File: config.mk
export PLATFORM = sky130hd
export DESIGN_NAME = calendar_date_adder_unit
export DESIGN_NICKNAME = d
export VERILOG_FILES = /design/src/hdl/cda_pkg.sv /design/src/hdl/calendar_date_adder_unit.sv
export SDC_FILE = /design/constraint.sdc
export NUM_CORES = 1
export LEC_CHECK = 0
export ABC_AREA = 1
export ABC_CLOCK_PERIOD_IN_PS = 16000
export BUFFER_PORTS_ARGS = -buffer_cell sky130_fd_sc_hd__buf_2
export CELL_PAD_IN_SITES_DETAIL_PLACEMENT = 2
export CELL_PAD_IN_SITES_GLOBAL_PLACEMENT = 2
export CORE_MARGIN = 8
export CORE_UTILIZATION = 42
export DETAILED_ROUTE_END_ITERATION = 8
export PLACE_DENSITY_LB_ADDON = 0.1
export SLEW_MARGIN = 40
export SYNTH_ARGS = -nofsm -noshare
export SYNTH_HDL_FRONTEND = slang
export SYNTH_SLANG_ARGS = --single-unit
File: constraint.sdc
create_clock -name clock -period 16 [get_ports clock]
set_clock_uncertainty 0.1 [all_clocks]
set_input_delay 1.6 -clock clock [delete_from_list [all_inputs] [get_ports clock]]
set_output_delay 1.6 -clock clock [all_outputs]
set_load 0.01 [all_outputs]
File: src/hdl/cda_pkg.sv
// Shared constants, codes and calendar helper functions for the date adder.
`default_nettype none

package cda_pkg;

   // Only the low AMOUNT_BITS bits of the amount field take part.
   localparam int AMOUNT_BITS = 16;
   localparam logic [15:0] AMOUNT_MASK = 16'((33'h1 << AMOUNT_BITS) - 33'h1);

   localparam logic [13:0] YEAR_MAX = 14'd9999;

   typedef logic [1:0] action_type;
   localparam action_type ACT_LOAD   = 2'd0;
   localparam action_type ACT_DAYS   = 2'd1;
   localparam action_type ACT_MONTHS = 2'd2;
   localparam action_type ACT_YEARS  = 2'd3;

   typedef logic [1:0] status_type;
   localparam status_type ST_OK       = 2'd0;
   localparam status_type ST_BAD_DATE = 2'd1;
   localparam status_type ST_OVERFLOW = 2'd2;

   // Inverse of 25 modulo 2^14: y is a multiple of 25 exactly when the low
   // 14 bits of y * INV25 are at most DIV25_LIMIT.
   localparam logic [15:0] INV25       = 16'd7209;
   localparam logic [13:0] DIV25_LIMIT = 14'd655;
   // (2^17 + 1) / 3, so that (t * RECIP3) >> 17 is t / 3 for t below 2^17.
   localparam logic [15:0] RECIP3      = 16'd43691;

   function automatic logic is_leap(input logic [13:0] year, input logic [13:0] inv_prod);
      logic div4;
      logic div16;
      logic div25;
      div4  = (year[1:0] == 2'd0);
      div16 = (year[3:0] == 4'd0);
      div25 = (inv_prod <= DIV25_LIMIT);
      // Divisible by 400 is divisible by 16 and by 25.
      return div4 && (div16 || !div25);
   endfunction

   function automatic logic [4:0] month_days(input logic [3:0] month, input logic leap);
      logic [4:0] len;
      case (month)
         4'd1:    len = 5'd31;
         4'd2:    len = leap ? 5'd29 : 5'd28;
         4'd3:    len = 5'd31;
         4'd4:    len = 5'd30;
         4'd5:    len = 5'd31;
         4'd6:    len = 5'd30;
         4'd7:    len = 5'd31;
         4'd8:    len = 5'd31;
         4'd9:    len = 5'd30;
         4'd10:   len = 5'd31;
         4'd11:   len = 5'd30;
         4'd12:   len = 5'd31;
         default: len = 5'd31;
      endcase
      return len;
   endfunction

endpackage

`default_nettype wire

File: src/hdl/calendar_date_adder_unit.sv
// Top level of the calendar date adder: sequencer around one shared multiplier.
//
// Channel   Direction  tdata (low bit up)                           tuser
// req_      in         amount, load_year, load_month, load_day      action
// rsp_      out        year_now, month_now, day_now                 status
//
// Load passes through the leap test and the date check; add years first adds
// the amount, and add months first divides by twelve. Add days walks one month
// per cycle and passes through the leap test again for each year crossed.
// The walk loop through the month-length lookup and the shared multiplier used
// for the leap test and the divide by twelve shape these steps.
// Reset is synchronous and returns the date to January 1, 2000.
// One item is in work at a time; a finished result waits in the output
// register, and the next item may be accepted while it waits.
`default_nettype none

module calendar_date_adder_unit (
   input  wire logic        clock,
   input  wire logic        reset,
   input  wire logic        req_tvalid,
   output logic             req_tready,
   input  wire logic [39:0] req_tdata,  // amount, load_year, load_month, load_day, pad
   input  wire logic [1:0]  req_tuser,  // action
   output logic             rsp_tvalid,
   input  wire logic        rsp_tready,
   output logic [23:0]      rsp_tdata,  // year_now, month_now, day_now, pad
   output logic [1:0]       rsp_tuser   // status
);

   typedef enum logic [7:0] {
      S_IDLE  = 8'b0000_0001,
      S_PREP  = 8'b0000_0010,
      S_DIV   = 8'b0000_0100,
      S_SPLIT = 8'b0000_1000,
      S_LEAP  = 8'b0001_0000,
      S_CHECK = 8'b0010_0000,
      S_WALK  = 8'b0100_0000,
      S_FIN   = 8'b1000_0000
   } state_type;

   state_type            state_ff, state_in;
   cda_pkg::action_type  act_ff, act_in;
   logic [15:0]          n_ff, n_in;
   logic [16:0]          y_ff, y_in;
   logic [3:0]           m_ff, m_in;
   logic [4:0]           d_ff, d_in;
   logic [16:0]          tot_ff, tot_in;
   logic [12:0]          q_ff, q_in;
   logic                 leap_ff, leap_in;
   logic [13:0]          cur_year_ff, cur_year_in;
   logic [3:0]           cur_month_ff, cur_month_in;
   logic [4:0]           cur_day_ff, cur_day_in;
   cda_pkg::status_type  status_ff, status_in;
   logic                 rsp_valid_ff, rsp_valid_in;
   logic [23:0]          rsp_data_ff, rsp_data_in;
   cda_pkg::status_type  rsp_user_ff, rsp_user_in;

   logic [15:0] mul_a;
   logic [15:0] mul_b;
   logic [31:0] prod;
   logic [4:0]  len;
   logic [4:0]  left;
   logic [16:0] q_times12;

   // The one multiplier serves the leap test and the divide by twelve.
   always_comb begin
      if (state_ff == S_LEAP) begin
         mul_a = {2'b00, y_ff[13:0]};
         mul_b = cda_pkg::INV25;
      end else begin
         mul_a = {1'b0, tot_ff[16:2]};
         mul_b = cda_pkg::RECIP3;
      end
      prod = 32'(mul_a) * 32'(mul_b);
   end

   assign len       = cda_pkg::month_days(m_ff, leap_ff);
   assign left      = len - d_ff;
   assign q_times12 = ({4'b0, q_ff} << 3) + ({4'b0, q_ff} << 2);

   always_comb begin
      state_in     = state_ff;
      act_in       = act_ff;
      n_in         = n_ff;
      y_in         = y_ff;
      m_in         = m_ff;
      d_in         = d_ff;
      tot_in       = tot_ff;
      q_in         = q_ff;
      leap_in      = leap_ff;
      cur_year_in  = cur_year_ff;
      cur_month_in = cur_month_ff;
      cur_day_in   = cur_day_ff;
      status_in    = status_ff;
      rsp_valid_in = rsp_valid_ff && !rsp_tready;
      rsp_data_in  = rsp_data_ff;
      rsp_user_in  = rsp_user_ff;

      case (state_ff)
         S_IDLE: begin
            if (req_tvalid) begin
               act_in = req_tuser;
               n_in   = req_tdata[15:0] & cda_pkg::AMOUNT_MASK;
               if (req_tuser == cda_pkg::ACT_LOAD) begin
                  y_in     = {3'b000, req_tdata[29:16]};
                  m_in     = req_tdata[33:30];
                  d_in     = req_tdata[38:34];
                  state_in = S_LEAP;
               end else begin
                  y_in     = {3'b000, cur_year_ff};
                  m_in     = cur_month_ff;
                  d_in     = cur_day_ff;
                  state_in = (req_tuser == cda_pkg::ACT_DAYS) ? S_LEAP : S_PREP;
               end
            end
         end
         S_PREP: begin
            if (act_ff == cda_pkg::ACT_YEARS) begin
               y_in     = y_ff + {1'b0, n_ff};
               state_in = S_LEAP;
            end else begin
               tot_in   = {13'b0, m_ff - 4'd1} + {1'b0, n_ff};
               state_in = S_DIV;
            end
         end
         S_DIV: begin
            // Twelve is four times three: shift, then multiply by 1/3.
            q_in     = prod[29:17];
            state_in = S_SPLIT;
         end
         S_SPLIT: begin
            y_in     = y_ff + {4'b0, q_ff};
            m_in     = 4'(tot_ff - q_times12) + 4'd1;
            state_in = S_LEAP;
         end
         S_LEAP: begin
            leap_in  = cda_pkg::is_leap(y_ff[13:0], prod[13:0]);
            state_in = (act_ff == cda_pkg::ACT_DAYS) ? S_WALK : S_CHECK;
         end
         S_CHECK: begin
            state_in = S_FIN;
            if (act_ff == cda_pkg::ACT_LOAD) begin
               if (y_ff[13:0] == 14'd0 || y_ff[13:0] > cda_pkg::YEAR_MAX ||
                   m_ff == 4'd0 || m_ff > 4'd12 || d_ff == 5'd0 || d_ff > len) begin
                  status_in = cda_pkg::ST_BAD_DATE;
               end else begin
                  status_in    = cda_pkg::ST_OK;
                  cur_year_in  = y_ff[13:0];
                  cur_month_in = m_ff;
                  cur_day_in   = d_ff;
               end
            end else if (y_ff > {3'b000, cda_pkg::YEAR_MAX}) begin
               status_in = cda_pkg::ST_OVERFLOW;
            end else begin
               status_in    = cda_pkg::ST_OK;
               cur_year_in  = y_ff[13:0];
               cur_month_in = m_ff;
               cur_day_in   = (d_ff > len) ? len : d_ff;
            end
         end
         S_WALK: begin
            if ({11'b0, left} >= n_ff) begin
               status_in    = cda_pkg::ST_OK;
               cur_year_in  = y_ff[13:0];
               cur_month_in = m_ff;
               cur_day_in   = d_ff + n_ff[4:0];
               state_in     = S_FIN;
            end else begin
               // Step to the first day of the next month.
               n_in = n_ff - {11'b0, left} - 16'd1;
               d_in = 5'd1;
               if (m_ff == 4'd12) begin
                  m_in = 4'd1;
                  y_in = y_ff + 17'd1;
                  if (y_ff[13:0] == cda_pkg::YEAR_MAX) begin
                     status_in = cda_pkg::ST_OVERFLOW;
                     state_in  = S_FIN;
                  end else begin
                     state_in = S_LEAP;
                  end
               end else begin
                  m_in = m_ff + 4'd1;
               end
            end
         end
         S_FIN: begin
            if (!rsp_valid_ff || rsp_tready) begin
               rsp_valid_in = 1'b1;
               rsp_data_in  = {1'b0, cur_day_ff, cur_month_ff, cur_year_ff};
               rsp_user_in  = status_ff;
               state_in     = S_IDLE;
            end
         end
         default: begin
            state_in = S_IDLE;
         end
      endcase
   end

   always_ff @(posedge clock) begin
      if (reset) begin
         state_ff     <= S_IDLE;
         cur_year_ff  <= 14'd2000;
         cur_month_ff <= 4'd1;
         cur_day_ff   <= 5'd1;
         rsp_valid_ff <= 1'b0;
      end else begin
         state_ff     <= state_in;
         cur_year_ff  <= cur_year_in;
         cur_month_ff <= cur_month_in;
         cur_day_ff   <= cur_day_in;
         rsp_valid_ff <= rsp_valid_in;
      end
   end

   always_ff @(posedge clock) begin
      act_ff      <= act_in;
      n_ff        <= n_in;
      y_ff        <= y_in;
      m_ff        <= m_in;
      d_ff        <= d_in;
      tot_ff      <= tot_in;
      q_ff        <= q_in;
      leap_ff     <= leap_in;
      status_ff   <= status_in;
      rsp_data_ff <= rsp_data_in;
      rsp_user_ff <= rsp_user_in;
   end

   assign req_tready = (state_ff == S_IDLE);
   assign rsp_tvalid = rsp_valid_ff;
   assign rsp_tdata  = rsp_data_ff;
   assign rsp_tuser  = rsp_user_ff;

endmodule

`default_nettype wire

After elaboration in Yosys (flattened, before gate mapping)
Index checks and enable logic that the tools add are counted.

storage, ports and cells
  input port bits = 46
  logic and storage cells = 155
  flip-flop bits (word level) = 134
  output and inout port bits = 28

cells by class
  $mul = 1
  order comparisons = 6
  eq/ne operators = 28
  reduce and logical (&&, ||, !) cells = 33
  bitwise gates (word level) = 1
  mux-type cells = 57
  $add $sub $neg = 13

operators by type and width
  cell                                                             count
  2-to-1 mux 14 bit                                                5
  2-to-1 mux 17 bit                                                4
  one-hot mux 17 bit (4 select lines)                              1
  one-hot mux 8 bit (8 select lines)                               1
  2-to-1 mux 5 bit                                                 11
  2-to-1 mux 16 bit                                                3
  2-to-1 mux 8 bit                                                 5
  2-to-1 mux 4 bit                                                 8
  one-hot mux 16 bit (2 select lines)                              1
  multiplier 16 x 16 -> 30 bit                                     1
  one-hot mux 14 bit (2 select lines)                              1
  one-hot mux 5 bit (2 select lines)                               2
  adder 17 x 1 -> 17 bit, second input constant                    1
  adder 17 x 13 -> 17 bit                                          1
  adder 17 x 16 -> 17 bit                                          1
  adder 4 x 16 -> 17 bit                                           1
  greater-than comparator 17 x 14 -> 1 bit, second input constant  1
  greater-or-equal comparator 5 x 16 -> 1 bit                      1
  subtractor 16 x 1 -> 16 bit, second input constant               1
  subtractor 16 x 5 -> 16 bit                                      1
  2-to-1 mux 15 bit                                                1
  == test 14 bit, second input constant                            1
  greater-than comparator 14 bit, second input constant            1
  <= comparator 14 x 10 -> 1 bit, second input constant            1
  other kinds (45)                                                 84

Longest topological paths before layout
  word-level depth = 9
  depth in mapped cells = 34
  gate-level depth less buffers = 34

Worst setup path before layout
No wires, ideal clock.

  kind = reg-to-reg
  from = register state_ff[1]
  to = register q_ff[7], data pin
  buffers on the path = 1
  setup time = 0.256 ns
  stages on the path, launching flop included = 26
  setup slack = 10.036 ns
  period minus slack after synthesis = 5.964 ns
  arrival = 5.608 ns
  path through = dfxtp_1 > nor2_4 > nand2_2 > inv_4 > nand3_4 > clkbuf_1 > o21ai_0 > inv_1 > fa_1 > fa_1 > inv_1 > fa_1 > inv_1 > fa_1 > inv_1 > fa_1 > fa_1 > ha_1 > a21oi_1 > o21ai_0 > a21oi_1 > nand3_1 > nand2_1 > inv_1 > o21bai_1 > nand2_1

on the way
  cells in the longest elaborated chain, start to end = 3
  elaborated cells between the ends (all ways) = 4

ends and longest elaborated chain
  what                                                    line                             RTL
  from (decl)                                             calendar_date_adder_unit.sv:41   state_type state_ff, state_in;
  from (signal assigned)                                  calendar_date_adder_unit.sv:208  state_ff <= state_in;
  == test 8 x 5 -> 1 bit (*)                              calendar_date_adder_unit.sv:67   if (state_ff == S_LEAP) begin
  2-to-1 mux 15 bit or 2-to-1 mux 16 bit (tied branches)  calendar_date_adder_unit.sv:67
  multiplier 16 x 16 -> 30 bit (*)                        calendar_date_adder_unit.sv:74   prod = 32'(mul_a) * 32'(mul_b);
  named net prod[24]                                      calendar_date_adder_unit.sv:60   logic [31:0] prod;
  to (signal assigned)                                    calendar_date_adder_unit.sv:223  q_ff <= q_in;
  to (decl)                                               calendar_date_adder_unit.sv:48   logic [12:0] q_ff, q_in;

The timed path passes the listed nets; every way through them passes the cells marked *.
A chain may end at the register's enable or synchronous reset.

Final worst setup path
Ends and elaborated chain as after synthesis.

==> summary.txt <==
Outcome
  • Status: finished clean

GRT
  • Vias in the first global route: 13.4k
  • First-pass GRT wire length: 77.2 mm
  • Initial antenna violation count: 1
  • Largest net degree at the start of global routing: 40
  • Gr ovfl total: 0
  • Total GRT Usage: 25.9%

CTS
  • CTS resizes: 0
  • CTS Buf Count: 17
  • Clock Latency Late Sink: 450 ps
  • Clock Sinks: 134
  • Reg clk slew, reported paths: 70 ps
  • TritonCTS clock tree: built
  • Maximum root-to-sink buffer count: 2
  • Htree depth: 4
  • Postcts setup bufs: 0
  • CTS hold repair buffers: 0
  • Clock Root Buffer: clkbuf_16

Yosys
  • Synth area leaders: edfxtp_1, ha_1, fa_1, inv_1, nand2_1
  • Adder-cell share of the synthesized area: 30.4%
  • Largest family of logic cells by synthesized area: adder cells
  • Mux cell area share after synthesis: 0.235%
  • Yosys top cell area share: 22.1%
  • Share of the yosys chip area belonging to registers: 26.7%
  • Synth Area in Simple Gates: 18.9%
  • Dominant cell type by area after synthesis: edfxtp_1
  • Post-Synth XOR/XNOR Area: 3.60%
  • Count of state elements after synthesis: 134
  • Mapped Area: 0.0139 mm^2
  • Ys flop type: edfxtp_1
  • Yosys cell types: 56
  • Post-Syn Instances: 1666
  • Post-synth EDFFs: 102
  • YS warnings: 0
  • Fraction of registers with async set/reset: 0%
  • Syn avg cell area: 8.32 um^2
  • Compound-cell area share of the yosys netlist: 9.63%

Detailed routing
  • Met2 WL post-DR: 24.1 mm
  • Final ANT Viol Nets: 0
  • DRC Markers: 0
  • Pre-antenna DRT Iters: 5
  • Starting DRT DRC Count: 607
  • Post-Route M1 WL: 22.4 mm
  • Routed wire per std cell: 22.8 um
  • Vias: 11.9k
  • Drt total wl: 49.9 mm
  • DR WL met3: 1.86 mm
  • Max layer used: met5
  • Vias/cell: 5.46

Floorplanning
  • Die area: 0.0391 mm^2
  • Initial Utilization: 42.6%
  • Core Area: 0.0325 mm^2
  • Die Y: 198 um
  • Die W: 198 um
  • I/O Pins: 74
  • Placement Rows: 66

Worst setup path
  • R2r setup slk: 8360 ps
  • Crit path kind: flip-flop to flip-flop
  • Data required, critical path: 16100 ps
  • Worst EP arrival: 7740 ps
  • Worst r2r path cells: 26
  • Critical path startpoint category: flip-flop
  • Reg2reg end: q_ff[7]
  • Crit path capture type: flip-flop
  • Worst R2R Start: state_ff[1]
  • Critical path fanouts, max: 27

Run
  • Max-Cap Viols: 0

Timing
  • Hold Fails Final Rpt: 0
  • Slew headroom: 41.8%
  • Fmax: 131 MHz
  • # setup viols final: 0
  • Final cycle utilization of the critical path: 47.7%
  • RSZ-0062 raised after global routing: false
  • Tmin final: 7640 ps
  • Slew @ Worst Pin: 865 ps
  • Setup TNS: 0 ps
  • Slew Viols, Final: 0

Finish
  • Post-Layout Cell Count: 2186
  • Ant diodes: 0
  • Final nets: 2054
  • Area Overhead vs Synth: 9.68%
  • Share of layout cells above drive strength 1: 8.89%
  • Post-layout util: 46.7%

Placement
  • Placed insts: 2154
  • GP Congestion: 0.897
  • Port Buf Inserts: 71
  • Placed wire-length estimate: 41.1 mm

Power and ir drop
  • Peak VDD IR: 0.179 mV
  • Power Density: 223 mW/mm^2
  • Leak: 0.00764 uW

Hold path
  • Hold path cells: 0
  • Worst Hold End: rsp_tuser[1]
  • Hold Crit Start: status_ff[1]
  • Worst Hold Class: flip-flop to flip-flop
==> sequential cells by signal, indices dropped and copies added, names as in the netlist, 2 cells and up <==
name,count
cur_year_ff,14
n_ff,16
m_ff,4
rsp_tdata,23
d_ff,5
cur_month_ff,4
y_ff,17
status_ff,2
state_ff,8
q_ff,13
tot_ff,17
rsp_tuser,2
act_ff,2
cur_day_ff,5
==> cell type report <==
class                           count  area [um^2]
Clock buffer                       20          479
Clock inverter                     12          114
Fill cell                        3741        17300
Inverter                          319         1210
Multi-Input combinational cell   1185         8770
Sequential cell                   134         3700
Tap cell                          442          553
Timing Repair Buffer               74          378
==> logic make-up (layout without fill, tap and decap cells) <==
group,after synthesis,count (layout)
multiplexers,3,3
XOR/XNOR,57,57
adder cells (fa/ha/maj),277,277
buffers and inverters,357,425
AO/OA/AOI/OAI,234,234
other,2,12
flip-flops,134,134
AND/OR/NAND/NOR,602,602
==> how the worst max path moves through the flow <==
| stage | cells past startpoint | startpoint | endpoint |
|---|---|---|---|
| floorplan | 25 | state_ff[1] | q_ff[7] |
| global route | 34 | state_ff[3] | q_ff[7] |
| CTS | 26 | state_ff[3] | q_ff[7] |
| finish | 26 | state_ff[1] | q_ff[7] |
| global placement | 27 | state_ff[1] | q_ff[7] |
| detailed placement | 27 | state_ff[1] | q_ff[7] |
==> power breakdown <==
part	leakage (uW)	switching, uW	internal [uW]
sequential	0.00126	57.8	486
clock	0.000294	173	235
combinational	0.00609	1610	830
total	0.00764	1840	1550
==> through the flow <==
| stage | area, um^2 | setup WS, ps | power (uW) | hold slack (ps) |
|---|---|---|---|---|
| floorplan | 13900 | 10040 | 2180 | 300 |
| detailed placement | 14600 | 8600 | 2960 | 307 |
| global route | 15200 | 7990 | 3690 | 343 |
| finish | 15200 | 8360 | 3390 | 328 |
| global placement | 14600 | 8770 | 2820 | 302 |
| CTS | 15200 | 8490 | 3410 | 322 |
==> layout by cell type (no fill, tap or decap), types with 9 or more instances in the layout <==
master     count
nor2_1       148
inv_1        307
inv_2          9
nand2_1      278
clkbuf_16     19
a21o_1        14
a21oi_1       88
nand4_1       16
fa_1         100
buf_2         71
a21oi_2       11
ha_1         177
xnor2_1       13
dfxtp_1       32
xor2_1        44
a31oi_1       10
conb_1        12
edfxtp_1     102
nand3_1      100
o21ai_0       80
nor3_1        19
==> synth_stat cells (19+ instances only) <==
cell type  instances
nand2_1          278
o21ai_0           80
nand3_1          100
inv_1            307
ha_1             177
xor2_1            44
nor3_1            19
a21oi_1           89
nor2_1           150
fa_1             100
edfxtp_1         102
dfxtp_1           32
==> worst max-delay path: stages (launching register included) <==
cell and delay (ps):
dfxtp_1 360, nor2_4 180, nand2_2 100, inv_4 100, nand3_4 300, inv_2 520, nor2_1 320, a21oi_1 430
inv_1 210, ha_1 250, inv_1 80, fa_1 480, fa_1 540, fa_1 540, inv_1 60, fa_1 520
fa_1 490, ha_1 340, nand2_1 110, nor3_1 600, nand3_1 140, nand3_1 240, nand2_1 90, inv_1 80
nor2_1 50, nand2_1 80, nand2_1 60
==> routing by layer <==
metal  up-vias  global-route usage, %
li1       5521                      -
met1      6088                   34.0
met2       230                   43.5
met3        88                   3.48
met4         2                   8.90
met5         -                      0
(Power assumes the default switching activity.)
